[src/sv/bbec_ram.sv]
// Generic single-write, single-read synchronous RAM with registered read.
// No dependencies.
`timescale 1ns / 1ps
`default_nettype none

module bbec_ram #(
    parameter int WIDTH = 8,
    parameter int DEPTH = 16,
    localparam int AW   = (DEPTH > 1) ? $clog2(DEPTH) : 1
) (
    input  wire logic             clk,
    input  wire logic             we,
    input  wire logic [AW-1:0]    waddr,
    input  wire logic [WIDTH-1:0] wdata,
    input  wire logic [AW-1:0]    raddr,
    output logic      [WIDTH-1:0] rdata
);

    logic [WIDTH-1:0] mem [DEPTH];

    always_ff @(posedge clk)
    begin
        if (we)
        begin
            mem[waddr] <= wdata;
        end
        rdata <= mem[raddr];
    end

endmodule

`default_nettype wire

[config.mk]
export PLATFORM = sky130hd
export DESIGN_NAME = bbec_ram
export DESIGN_NICKNAME = d
export VERILOG_FILES = /design/src/sv/bbec_ram.sv
export SDC_FILE = /design/constraint.sdc
export NUM_CORES = 1
export LEC_CHECK = 0
export BUFFER_PORTS_ARGS = -buffer_cell sky130_fd_sc_hd__buf_2
export CAP_MARGIN = 0
export CORE_MARGIN = 2
export CORE_UTILIZATION = 45
export CTS_CLUSTER_SIZE = 10
export DETAILED_ROUTE_END_ITERATION = 8
export PLACE_DENSITY = 0.67
export SYNTH_ARGS = -nofsm -noshare
export SYNTH_HDL_FRONTEND = slang
export SYNTH_SLANG_ARGS = --single-unit
[constraint.sdc]
create_clock -name clk -period 4.8 [get_ports clk]
set_input_delay 0.24 -clock clk [delete_from_list [all_inputs] [get_ports clk]]
set_output_delay 0.24 -clock clk [all_outputs]
set_load 0.01 [all_outputs]
==> summary.md <==
| Metric | Value |
|---|---|
| Maximum root-to-sink buffer count | `2` |
| Worst Path Max Fanout | `32` |
| Wl on met1 | `4090 um` |
| Core Util, Final | `53.2%` |
| Crit path max-delay family | `buffers and inverters` |
| Area grow syn2layout | `16.5%` |
| Gr usage total | `17.1%` |
| Max frequency | `0.538 GHz` |
| Global placer's final weighted congestion | `0.705` |
| Core Box Area | `11300 um2` |
| Effective utilization at floorplan | `45.7%` |
| Layout cells sized above 1 | `28.1%` |
| CP Launch Type | `input pin` |
| Vias | `2351` |
| WL/cell | `23.0 um` |
| Fin nets | `283` |
| Clk_lat worst skew | `0.40 ns` |
| Final setup fails | `0` |
| Sequence of cells on the critical path | `buf_2 -> mux4_1 -> a22oi_1 -> nand2_1` |
| Pin count of the biggest net entering global routing | `33` |
| Critical path's slowest cell | `buf_2` |
| Hold-fix buffers at CTS | `0` |
| Worst Hold Slack | `0.217 ns` |
| Antenna diode count | `0` |
| Leak Pwr | `2.00 nW` |
| CTS root buf | `clkbuf_16` |
| DIE HEIGHT | `111 um` |
| Syn nets | `247` |
| Unique masters post-synth | `19` |
| Crit-path max cell delay | `0.77 ns` |
| Routed met2 length | `5000 um` |
| Crit path kind | `in -> reg` |
| HP Class | `in -> reg` |
| Clk_skew | `0.00643 ns` |
| Commonest non-fill, non-tap cell in the layout | `edfxtp_1` |
| Total iterations of the first detailed-routing run | `4` |
| Final cell count without fillers | `421` |
| # Post-CTS Setup Buffers | `0` |
| CTS H-tree depth | `4` |
| Cells after Synth | `229` |
| WP buf/inv | `1` |
| Initial antenna violation count | `0` |
| Critical path endpoint category | `flip-flop` |
| Routed Wire Length | `9700 um` |
| Port Buf Inserts | `25` |
| First-pass GRT wire length | `15000 um` |
| Vias in the first global route | `2534` |
| Die area | `12300 um2` |
| Clk slew on worst S/H paths | `0.05 ns` |
| Detail-routed via count per cell | `5.58` |
| Peak VDD IR | `220 uV` |
| Status | `finished clean` |
| Initial DRC count | `266` |
| CTS buffer count | `17` |
| Top routing layer used | `met4` |
| Post-CTS sizing | `0` |
| Synth warnings | `0` |
| Total Neg Setup Slack | `0 ns` |
| Critical Path AT | `2.14 ns` |
| Crit path time final | `1.86 ns` |
| Commonest cells after routing, fill and taps aside | `edfxtp_1 (128), buf_2 (25), mux4_2 (18)` |
| Pins Over Slew Limit | `0` |
| Total grt overflow | `0` |
| Rows | `39` |
| Die W | `111 um` |
| I/O pin total | `26` |
| Placed cells | `389` |
| Unrepaired setup endpoints after global routing | `false` |
| Hpwl dp | `5760 um` |
| DRC Markers | `0` |
| PwrDens | `459 nW/um2` |
| Cell Area, Synth | `5150 um2` |
| CTS tree | `built` |
| Final period util | `38.7%` |
| Max cap viols | `0` |
| Register area share after synthesis | `77.8%` |
| Seq cells post-synth | `136` |
| Fin. Hold Viols | `0` |
| Syn Area/Cell | `22.5 um2` |
| Relative slew slack | `31.1%` |
| Worst-margin pin slew | `1.03 ns` |
| DR WL met3 | `501 um` |
| Final ANT Viol Nets | `0` |
| CTS Sinks | `136` |
| Worst EP required | `5.08 ns` |
## cell type report
| class | count | area, um2 |
|---|---|---|
| clock inverters | 14 | 175 |
| multi-input cells | 83 | 1070 |
| well taps | 143 | 179 |
| fillers | 853 | 5280 |
| flip-flops and latches | 136 | 4000 |
| clock buffers | 18 | 429 |
| repair buffers | 27 | 140 |
## sequential cells by signal, summed over array words and instances (netlist names)
signal	cells
rdata	8
mem	128
## where the power goes
group	switching [W]	total (W)	internal (W)	leakage (nW)
Combinational	0.0000685	0.000116	0.0000475	0.483
Clock	0.000477	0.00130	0.000820	0.288
Sequential	0.00000940	0.00134	0.00133	1.22
Total	0.000555	0.00275	0.00220	2.00
## worst paths after layout
kind,from,slack [ns],to,depth (start not counted)
hold reg to reg,mem[9][3]$_DFFE_PP_,0.69,rdata[3]$_DFF_P_,3
hold / removal,wdata[1],0.22,mem[12][1]$_DFFE_PP_,1
setup reg to reg,mem[1][5]$_DFFE_PP_,3.33,rdata[5]$_DFF_P_,3
setup / recovery,raddr[0],2.94,rdata[5]$_DFF_P_,4
## stage by stage
stage / area (um2) / total power [W] / setup slack, ns
global placement: 5390 / 0.00148 / 2.54
global route: 5990 / 0.00283 / 2.79
floorplan: 5150 / 0.00143 / 3.07
finish: 5990 / 0.00275 / 2.94
detailed placement: 5390 / 0.00148 / 2.43
CTS: 5990 / 0.00277 / 2.84
## cells by family after synthesis
family	Yosys count	synth area share, %
flops	136	77.8
compound gates	16	2.33
mux	32	15.0
buf+inv	10	1.68
simple gates	35	3.18
## routing by layer
metal  global-route usage, %  up-vias
met4                    7.00        0
li1                        -     1046
met1                    23.0     1214
met3                    3.34       10
met5                       0        -
met2                    27.9       81
## cells in the mapped netlist
library cell / n / area, um2
a22oi_1: 16 / 120
and2_1: 1 / 6.26
and2b_1: 1 / 7.51
buf_2: 3 / 15.0
buf_4: 1 / 7.51
buf_6: 3 / 33.8
clkdlybuf4s25_2: 3 / 30.0
dfxtp_1: 8 / 160
edfxtp_1: 128 / 3840
mux4_1: 14 / 368
mux4_2: 18 / 405
nand2_1: 9 / 33.8
nand2b_1: 2 / 12.5
nand3_1: 1 / 5.00
nand3b_1: 2 / 15.0
nor2_1: 13 / 48.8
nor2b_1: 1 / 6.26
nor3_1: 4 / 20.0
or3b_2: 1 / 8.76
No activity file was read; power rests on OpenSTA's default activity.
