### src/sv/bbec_pkg.sv
// Package for the bit/block error counter table.
// Item types, counter width and code constants; no dependencies.
`timescale 1ns / 1ps
`default_nettype none

package bbec_pkg;

    localparam int COUNTER_WIDTH  = 32;
    localparam int USER_COUNT_DEF = 16;
    localparam int SLOT_COUNT_DEF = 256;
    localparam int BYTE_BITS      = 8;

    // compare_mode codes
    localparam logic [1:0] CMP_NONE    = 2'd0;
    localparam logic [1:0] CMP_CODED   = 2'd1;
    localparam logic [1:0] CMP_UNCODED = 2'd2;

    // bits_target codes
    localparam logic [1:0] TGT_NONE    = 2'd0;
    localparam logic [1:0] TGT_CODED   = 2'd1;
    localparam logic [1:0] TGT_UNCODED = 2'd2;

    typedef struct packed {
        logic [3:0]  user;
        logic [7:0]  slot;
        logic [7:0]  sent_byte;
        logic [7:0]  received_byte;
        logic [1:0]  compare_mode;
        logic [3:0]  modulation_bits;
        logic [15:0] new_bits;
        logic [1:0]  bits_target;
        logic        block_done;
        logic [15:0] block_errors;
    } in_item_t;

    // Also the layout of one table entry in memory.
    typedef struct packed {
        logic [COUNTER_WIDTH-1:0] coded_bit_errors;
        logic [COUNTER_WIDTH-1:0] coded_bits;
        logic [COUNTER_WIDTH-1:0] blocks_in_error;
        logic [COUNTER_WIDTH-1:0] blocks_decoded;
        logic [COUNTER_WIDTH-1:0] uncoded_bit_errors;
        logic [COUNTER_WIDTH-1:0] uncoded_bits;
    } result_t;

endpackage

`default_nettype wire

### src/sv/bbec_update.sv
// Counter update: bit error count and six saturating adds for one entry.
// Depends on bbec_pkg.
`timescale 1ns / 1ps
`default_nettype none

module bbec_update
    import bbec_pkg::*;
(
    input  wire in_item_t item,
    input  wire result_t  cur,
    output result_t       nxt
);

    function automatic logic [COUNTER_WIDTH-1:0] sat_add(
        input logic [COUNTER_WIDTH-1:0] a,
        input logic [COUNTER_WIDTH-1:0] b
    );
        logic [COUNTER_WIDTH:0] s;
        begin
            s = {1'b0, a} + {1'b0, b};
            return s[COUNTER_WIDTH] ? '1 : s[COUNTER_WIDTH-1:0];
        end
    endfunction

    logic [7:0] diff;
    logic [8:0] low_mask;
    logic [7:0] unc_mask;
    logic [3:0] coded_errs;
    logic [3:0] unc_errs;
    logic [COUNTER_WIDTH-1:0] add_bits;

    assign diff     = item.sent_byte ^ item.received_byte;
    assign low_mask = (9'd1 << item.modulation_bits) - 9'd1;
    // more than a byte's worth of modulation bits compares the whole byte
    assign unc_mask = (item.modulation_bits > 4'(BYTE_BITS)) ? 8'hFF : low_mask[7:0];
    assign add_bits = COUNTER_WIDTH'(item.new_bits);

    always_comb
    begin
        coded_errs = '0;
        unc_errs   = '0;
        for (int i = 0; i < BYTE_BITS; i++)
        begin
            coded_errs = coded_errs + 4'(diff[i]);
            unc_errs   = unc_errs + 4'(diff[i] & unc_mask[i]);
        end
    end

    always_comb
    begin
        nxt = cur;
        if (item.compare_mode == CMP_CODED)
        begin
            nxt.coded_bit_errors = sat_add(cur.coded_bit_errors,
                                           COUNTER_WIDTH'(coded_errs));
        end
        else if (item.compare_mode == CMP_UNCODED)
        begin
            nxt.uncoded_bit_errors = sat_add(cur.uncoded_bit_errors,
                                             COUNTER_WIDTH'(unc_errs));
        end

        if (item.bits_target == TGT_CODED)
        begin
            nxt.coded_bits = sat_add(cur.coded_bits, add_bits);
        end
        else if (item.bits_target == TGT_UNCODED)
        begin
            nxt.uncoded_bits = sat_add(cur.uncoded_bits, add_bits);
        end

        if (item.block_done)
        begin
            nxt.blocks_decoded = sat_add(cur.blocks_decoded, COUNTER_WIDTH'(1));
        end
        if (item.block_errors != 16'd0)
        begin
            nxt.blocks_in_error = sat_add(cur.blocks_in_error, COUNTER_WIDTH'(1));
        end
    end

endmodule

`default_nettype wire

### config.mk
export PLATFORM = sky130hd
export DESIGN_NAME = bbec_update
export DESIGN_NICKNAME = d
export VERILOG_FILES = /design/src/sv/bbec_pkg.sv /design/src/sv/bbec_update.sv
export SDC_FILE = /design/constraint.sdc
export NUM_CORES = 1
export LEC_CHECK = 0
export BUFFER_PORTS_ARGS = -buffer_cell sky130_fd_sc_hd__buf_4
export CORE_AREA = 2 2 175 177
export DETAILED_ROUTE_END_ITERATION = 10
export DIE_AREA = 0 0 177 179
export RECOVER_POWER = 100
export SYNTH_ARGS = -nofsm -noshare
export SYNTH_HDL_FRONTEND = slang
export SYNTH_SLANG_ARGS = --single-unit
### constraint.sdc
create_clock -name vclk -period 7.08
set_input_delay 0.354 -clock vclk [all_inputs]
set_output_delay 0.354 -clock vclk [all_outputs]
set_load 0.02 [all_outputs]
==> results of run 1 <==
## layer usage
| layer | wire, um | vias up |
|---|---|---|
| met5 | 0 | - |
| met4 | 750 | 0 |
| met3 | 1940 | 44 |
| met2 | 13800 | 298 |
| met1 | 11400 | 4130 |
| li1 | - | 4571 |
## stage by stage
stage	area [um^2]	hold WS (ns)	cells	power, uW	util (%)
after floorplan	6470	0.837	1018	456	-
after global placement	10200	1.01	1825	805	33.8
after detailed placement	10200	1.02	1825	813	33.8
after CTS	10200	1.01	1825	817	33.8
after global routing	9440	1.05	1826	830	31.4
final	9440	1.03	1826	745	31.4
## worst max path at each step
stage / slack (ns) / endpoint / startpoint
4_1_cts: 1.01 / nxt[36] / item[38]
3_5_place_dp: 1.02 / nxt[36] / item[38]
5_1_grt: 0.77 / nxt[38] / item[38]
2_1_floorplan: 1.48 / nxt[36] / item[37]
6_report: 1.08 / nxt[36] / item[38]
3_3_place_gp: 1.08 / nxt[38] / item[38]
## critical path, cell delays in order
cell and delay [ns]:
buf_4 0.14, nor2_1 0.22, nand2_1 0.10, ha_1 0.26, or2_2 0.31, a21oi_1 0.15, nor3_1 0.07, fa_1 0.49
inv_1 0.05, fa_1 0.53, inv_1 0.05, fa_1 0.50, fa_1 0.47, fa_1 0.41, a21o_1 0.17, a21oi_1 0.19
nor2b_1 0.09, nand2_1 0.11, or3_1 0.57, o21ai_0 0.19, clkbuf_1 0.22
## power groups by stage
| stage | registers, uW | clock network [uW] | logic [uW] |
|---|---|---|---|
| finish | 0 | 0.0000189 | 745 |
| global route | 0 | 0.0000189 | 830 |
| CTS | 0 | 0 | 817 |
| detailed placement | 0 | 0 | 813 |
| global placement | 0 | 0 | 805 |
| floorplan | 0 | 0 | 456 |
## kinds of logic after synthesis
group / after synthesis
AO/OA/AOI/OAI: 239
XOR/XNOR: 120
adder cells (fa/ha/maj): 59
buffers and inverters: 62
multiplexers: 22
AND/OR/NAND/NOR: 516
## final cells by class
class,count,share of cell area (%)
inverters,30,1.19
repair buffers,443,28.0
multi-input cells,956,65.6
diodes,1,0.0265
well taps,396,5.25
## layout by cell type, fill, tap and decap left out, types with 14 or more instances in the layout
cell,n
a21o_1,19
a21oi_1,74
a31oi_1,36
and3_1,30
and4_1,18
buf_4,260
clkbuf_1,183
ha_1,47
inv_1,30
mux2_2,15
nand2_1,163
nand3_1,89
nand4_1,32
nor2_1,88
nor2b_1,18
nor3_1,23
o21ai_0,32
or3_1,14
xnor2_1,48
xor2_1,72
==> reports/results.ini, run 1 <==
[detailed_routing]
wl_per_cell_um=15.3
vias=9043
viasPerCell=4.95
ant_nets=0
dr.pass1.iters=4
drt_iter0_drc=389
wl_mm=27.9
drc=0

[synthesis]
synth_common_cells=163 x nand2_1, 89 x nand3_1, 87 x nor2_1
synth_most_common_cell=nand2_1
yosys.area_share.adder_pct=12.8
synth_cells=1018
netlist_area_um2=6470
synth_top_family_by_area=simple AND/OR/NAND/NOR gates
synth_area_leaders=xor2_1 9.7%, nand2_1 9.4%, ha_1 9.1%
synthSimpleGateAreaFrac_pct=39.4
synth_largest_area_cell=xor2_1
syn_area_per_cell_um2=6.36
synth_xor_area_share_pct=16.2
ys_seq_area_share_pct=0
synth_top_area_share_pct=9.74
synth.distinct_cells=62
synth_compound_area_share_pct=24.0
syn_nets=1338
synth_mux_area_share_pct=3.73
ys_warn_count=0

[grt]
grt_use_met1_pct=19.1
grt-ovfl-total=0
grt_use_total_pct=15.7
grt.busiest_layer=met2
grt_pass1_vias=8247
grt_use_met3_pct=2.35
globalRouteMet2Util_pct=28.7
grt_pass1_wl_mm=41.1
antenna_found_initial=1
grt_max_degree=29

[timing]
worst_slack_ns=1.08
period_share_pct=84.7
max_freq_mhz=167
worst_slew_pin_slew_ns=1.09
drv_slew=0
layout_min_cycle_time_ns=6.00
setup_viol_count_final=0
hold_viol=0
slew_headroom_pct=27.1
rsz0062_at_grt=false
setup_tns_ns=0

[pwr]
ir_drop_mv=0.0414
p_sw_share_pct=58.0
internal_power_uw=313
p_sw_uw=432
power_density_nw_per_um2=79.0
p_clk_share_pct=0
p_comb_share_pct=100.0
seq_power_share_pct=0
leakagePower_uw=0.00404

[floorplan]
die_h_um=179
initial_core_util_pct=21.6
io_pins=453
die-area_um2=31700
dieWidth_um=177
core.rowCount=64
core_um2=30000

[clock_network]
cts_resized=0
ctsHoldBuffers=0
cts_setup_buffers=0

[worst_setup_path]
cp.required_ns=6.73
cp-end-kind=output pin
crit_fanout=23
cp.arrival_ns=5.64
worstSetupPathType=in -> out
cp-start-kind=input pin

[placement]
dp_hpwl_mm=24.4
gp_congestion=0.890
io_buffers=441
place_ws_ns=1.02

[min_path]
hold_end=nxt[127]
min_path_cells=3
hp-start=cur[127]
hold_path.class=in -> out

[layout]
nets=1751
nFlopsAndLatches=0
clock_buffers=0
area_growth_syn_to_layout_pct=45.7
nFillCells=3539
ff_latch_area_um2=0
multi_input_area_um2=6190
drive_gt1_share_pct=19.9

[flow_run]
maxCapViolCount=0

[run_status]
status=completed

Power figures use the tool's default switching activity.
==> run 2: changes to the inputs <==
--- a/config.mk
+++ b/config.mk
@@ -5,10 +5,11 @@
 export SDC_FILE = /design/constraint.sdc
 export NUM_CORES = 1
 export LEC_CHECK = 0
+export ABC_AREA = 1
 export BUFFER_PORTS_ARGS = -buffer_cell sky130_fd_sc_hd__buf_4
-export CORE_AREA = 2 2 175 177
+export CORE_AREA = 2 2 168 212
 export DETAILED_ROUTE_END_ITERATION = 10
-export DIE_AREA = 0 0 177 179
+export DIE_AREA = 0 0 170 214
 export RECOVER_POWER = 100
 export SYNTH_ARGS = -nofsm -noshare
 export SYNTH_HDL_FRONTEND = slang
==> constraint.sdc (replaced) <==
create_clock -name vclk -period 5
set_input_delay 0.25 -clock vclk [all_inputs]
set_output_delay 0.25 -clock vclk [all_outputs]
set_load 0.02 [all_outputs]
==> reports/results.ini, run 2 <==
[run_status]
status=completed

[layout]
nets=2738
drive_gt1_share_pct=16.9
final_cell_mix=693 x nand2_1, 307 x buf_4, 274 x inv_1
layout_commonest_cell=nand2_1
nFlopsAndLatches=0
area_growth_syn_to_layout_pct=37.6
clock_buffers=0
ff_latch_area_um2=0
diodes=0
fin_area_um2=13100

[pwr]
seq_power_share_pct=0
total_power_uw=1390
p_sw_uw=871
p_sw_share_pct=62.6
p_comb_share_pct=100.0
internal_power_uw=521
power_density_nw_per_um2=106
ir_drop_mv=0.0432
leakagePower_uw=0.00696
p_clk_share_pct=0

[floorplan]
core.rowCount=76
dieWidth_um=170
initial_core_util_pct=27.8
die_h_um=214
core_um2=34200
io_pins=453
die-area_um2=36400

[synthesis]
synth_area_leaders=nand2_1 28%, nand3_1 13%, inv_1 11%
synth_common_cells=700 x nand2_1, 277 x inv_1, 240 x nand3_1
synth.distinct_cells=47
netlist_area_um2=9510
synth_most_common_cell=nand2_1
syn_area_per_cell_um2=4.83
synth_top_area_share_pct=27.6
synth_cells=1971
ys_warn_count=0
ys_seq_area_share_pct=0
syn_nets=2291
synth_largest_area_cell=nand2_1

[timing]
rsz0062_at_grt=true
setup_viol_count_final=0
slew_headroom_pct=42.0
worst_slack_ns=0.154
period_share_pct=96.9
max_freq_mhz=206
drv_slew=0
setup_tns_ns=0
layout_min_cycle_time_ns=4.85
worst_slew_pin_slew_ns=0.868
hold_viol=0

[min_path]
hold_path.class=in -> out
min_path_cells=4

[detailed_routing]
ant_nets=0
vias=14208
dr.pass1.iters=5
drt_iter0_drc=754
drc=0
viasPerCell=4.99
wl_per_cell_um=17.0
wl_mm=48.3

[grt]
grt_use_total_pct=25.2
grt_pass1_vias=13967
grt_max_degree=53
antenna_found_initial=2
grt_pass1_wl_mm=73.6
grt-ovfl-total=0

[worst_setup_path]
cp-start-kind=input pin
cp.required_ns=4.75
crit_fanout=5
cp-end-kind=output pin
cp.arrival_ns=4.60
worstSetupPathType=in -> out

[placement]
place_ws_ns=-0.191
io_buffers=441
gp_congestion=0.971
dp_hpwl_mm=42.4
post_dp_cell_area_um2=13400

[flow_run]
maxCapViolCount=0

run 2: stage by stage:
stage	hold WS, ns	std cells	util (%)
2_1_floorplan	0.649	1971	-
3_3_place_gp	0.818	2839	39.2
3_5_place_dp	0.817	2839	39.2
4_1_cts	0.818	2841	39.3
5_1_grt	0.853	2845	38.2
6_report	0.837	2845	38.2
run 2: what timing repair did:
| action | 4_1_cts | 5_1_grt |
|---|---|---|
| resized for setup | 7 | 52 |
| hold buffers | 0 | 0 |
| endpoints found under the setup margin | 25 | 26 |
| pin swaps | 1 | 15 |
| buffers inserted | 2 | 4 |
run 2: area by class of cell:
class,count,area (um^2)
Multi-Input combinational cell,1653,8350
Inverter,289,1090
Timing Repair Buffer,474,3110
Tap cell,429,537
Fill cell,4020,21100
run 2: worst paths after layout:
path	slack (ns)	from	endpoint
setup / recovery	0.15	item[36]	nxt[56]
hold / removal	0.84	cur[35]	nxt[35]
run 2: metal layers:
| metal | track usage [%] | wire (um) | part of all wire [%] |
|---|---|---|---|
| met2 | 46.0 | 23900 | 50 |
| met3 | 3.79 | 3600 | 7.5 |
| met1 | 30.2 | 19300 | 40 |
| met5 | 0 | 14 | 0.029 |
| met4 | 7.07 | 1430 | 3.0 |
run 2: power by group through the flow:
stage / combinational [uW] / sequential (uW) / clock (uW)
final: 1390 / 0 / 0
after global routing: 1530 / 0 / 0
after CTS: 1440 / 0 / 0
after detailed placement: 1430 / 0 / 0
after global placement: 1420 / 0 / 0
after floorplan: 782 / 0 / 0
run 2: kinds of logic after synthesis:
family,count (synthesis),synth area share [%]
xor+xnor,57,5.25
buf+inv,318,12.9
compound gates,147,8.01
fa+ha+maj,59,8.71
simple gates,1390,65.1
run 2: critical path: stages:
cell and delay (ns):
buf_6 0.11, nor2_4 0.12, nand3_2 0.11, ha_4 0.17
inv_2 0.05, xor2_1 0.06, o21bai_1 0.14, inv_1 0.07
fa_1 0.52, inv_2 0.04, fa_1 0.56, inv_1 0.07
fa_1 0.51, fa_2 0.24, fa_2 0.25, nand3_4 0.08
nand2_4 0.08, nand2_4 0.06, nor2_4 0.13, nand2_4 0.08
nor2_8 0.16, nand3_1 0.10, o21ai_0 0.39, buf_4 0.22
==> run 3: changes to the inputs <==
--- a/config.mk
+++ b/config.mk
@@ -11,6 +11,8 @@
 export DETAILED_ROUTE_END_ITERATION = 10
 export DIE_AREA = 0 0 170 214
 export RECOVER_POWER = 100
+export REMOVE_ABC_BUFFERS = 1
+export SETUP_SLACK_MARGIN = 0.3
 export SYNTH_ARGS = -nofsm -noshare
 export SYNTH_HDL_FRONTEND = slang
 export SYNTH_SLANG_ARGS = --single-unit
==> reports/results.ini, run 3 (same netlist as run 2, synthesis figures left out) <==
[layout]
clock_buffers=0
layout_commonest_cell=nand2_1
nets=2736
nFillCells=4056
final_cell_mix=700 x nand2_1, 295 x buf_4, 273 x inv_1
area_growth_syn_to_layout_pct=36.7
ff_latch_area_um2=0
nFlopsAndLatches=0
drive_gt1_share_pct=16.4
multi_input_area_um2=8350
fin_area_um2=13000
diodes=0

[detailed_routing]
drt_iter0_drc=886
wl_per_cell_um=15.6
drc=0
met1_length_mm=17.9
viasPerCell=4.99
met3_length_mm=2.69
ant_nets=0
dr.pass1.iters=6
vias=14197
wl_mm=44.3
met2_length_mm=22.2
top_layer=met4

[floorplan]
die_h_um=214
die-area_um2=36400
core.rowCount=76
io_pins=453
initial_core_util_pct=27.8
core_um2=34200
dieWidth_um=170

[run_status]
status=completed

[worst_setup_path]
worstSetupPathType=in -> out
cp-end-kind=output pin
slowest_stage=fa_1
crit_fanout=5
cp_common_cell=fa_1
cp_slowest_stage_delay_ns=0.51
crit_buf_inv=7
cp-start-kind=input pin
crit_family=adder cells
cp.arrival_ns=4.46
cp.required_ns=4.75

[flow_run]
maxCapViolCount=0

[timing]
slew_headroom_pct=43.6
rsz0062_at_grt=true
setup_viol_count_final=0
drv_slew=0
worst_slack_ns=0.292
period_share_pct=94.2
max_freq_mhz=212
layout_min_cycle_time_ns=4.71
worst_slew_pin_slew_ns=0.845
hold_viol=0

[pwr]
leakagePower_uw=0.00690
power_density_nw_per_um2=104
total_power_uw=1350
ir_drop_mv=0.0485

[grt]
grt_pass1_vias=13372
grt_use_total_pct=22.7
grt_pass1_wl_mm=68.0
antenna_found_initial=0
grt-ovfl-total=0
grt_max_degree=53

[placement]
gp_congestion=0.965
post_dp_cell_area_um2=13400
io_buffers=441
dp_hpwl_mm=38.4
place_ws_ns=-0.0707

[clock_network]
ctsHoldBuffers=0

[min_path]
hold_path.class=in -> out

==> run 3: changes by cell type in the layout (fill, tap and decap cells not counted), moves of 2 or more <==
| cell | delta |
|---|---|
| nand2_2 | -4 |
| clkbuf_1 | +6 |
| nor2_1 | -2 |
| clkbuf_2 | +13 |
| nor2_4 | +2 |
| buf_6 | -12 |
| buf_12 | +3 |
| nand2_4 | -3 |
| buf_4 | -12 |
| nand2_1 | +7 |
==> run 3: metal layers <==
| layer | global-route usage, % | up-vias |
|---|---|---|
| met5 | 0 | - |
| met4 | 6.38 | 0 |
| met3 | 2.42 | 83 |
| met2 | 43.0 | 520 |
| met1 | 26.6 | 6385 |
| li1 | - | 7209 |
==> run 3: repair_timing <==
item / 4_1_cts / 5_1_grt
endpoints found under the setup margin: 30 / 41
pin swaps: 14 / 22
buffers inserted: 4 / 6
gates resized for setup: 19 / 29
==> run 3: stage by stage <==
stage	utilization [%]	hold WS, ns	instances	TNS (ns)
final	38.0	0.836	2843	0
after global routing	38.0	0.853	2843	0
after CTS	39.4	0.816	2837	0
after detailed placement	39.1	0.816	2833	-0.192
after global placement	39.1	0.816	2833	-0.0495
after floorplan	-	0.649	1942	0
==> run 3: layout make-up <==
type,instances,share of cell area [%]
Multi-Input combinational cell,1653,64.2
Tap cell,429,4.13
Inverter,289,8.36
Timing Repair Buffer,472,23.3
==> run 3: final timing paths <==
path	startpoint	to	slack [ns]	cells past startpoint
worst min-delay path	cur[35]	nxt[35]	0.84	4
worst max-delay path	item[37]	nxt[52]	0.29	25
==> run 3: report_power, final <==
part | switching, uW | leakage (uW) | internal (uW)
sequential | 0 | 0 | 0
combinational | 844 | 0.00690 | 510
clock | 0 | 0 | 0
==> run 3: worst min-delay path: stages <==
cell and delay [ns]:
buf_4 0.10, nand2_1 0.05, nand2_1 0.07, buf_6 0.11
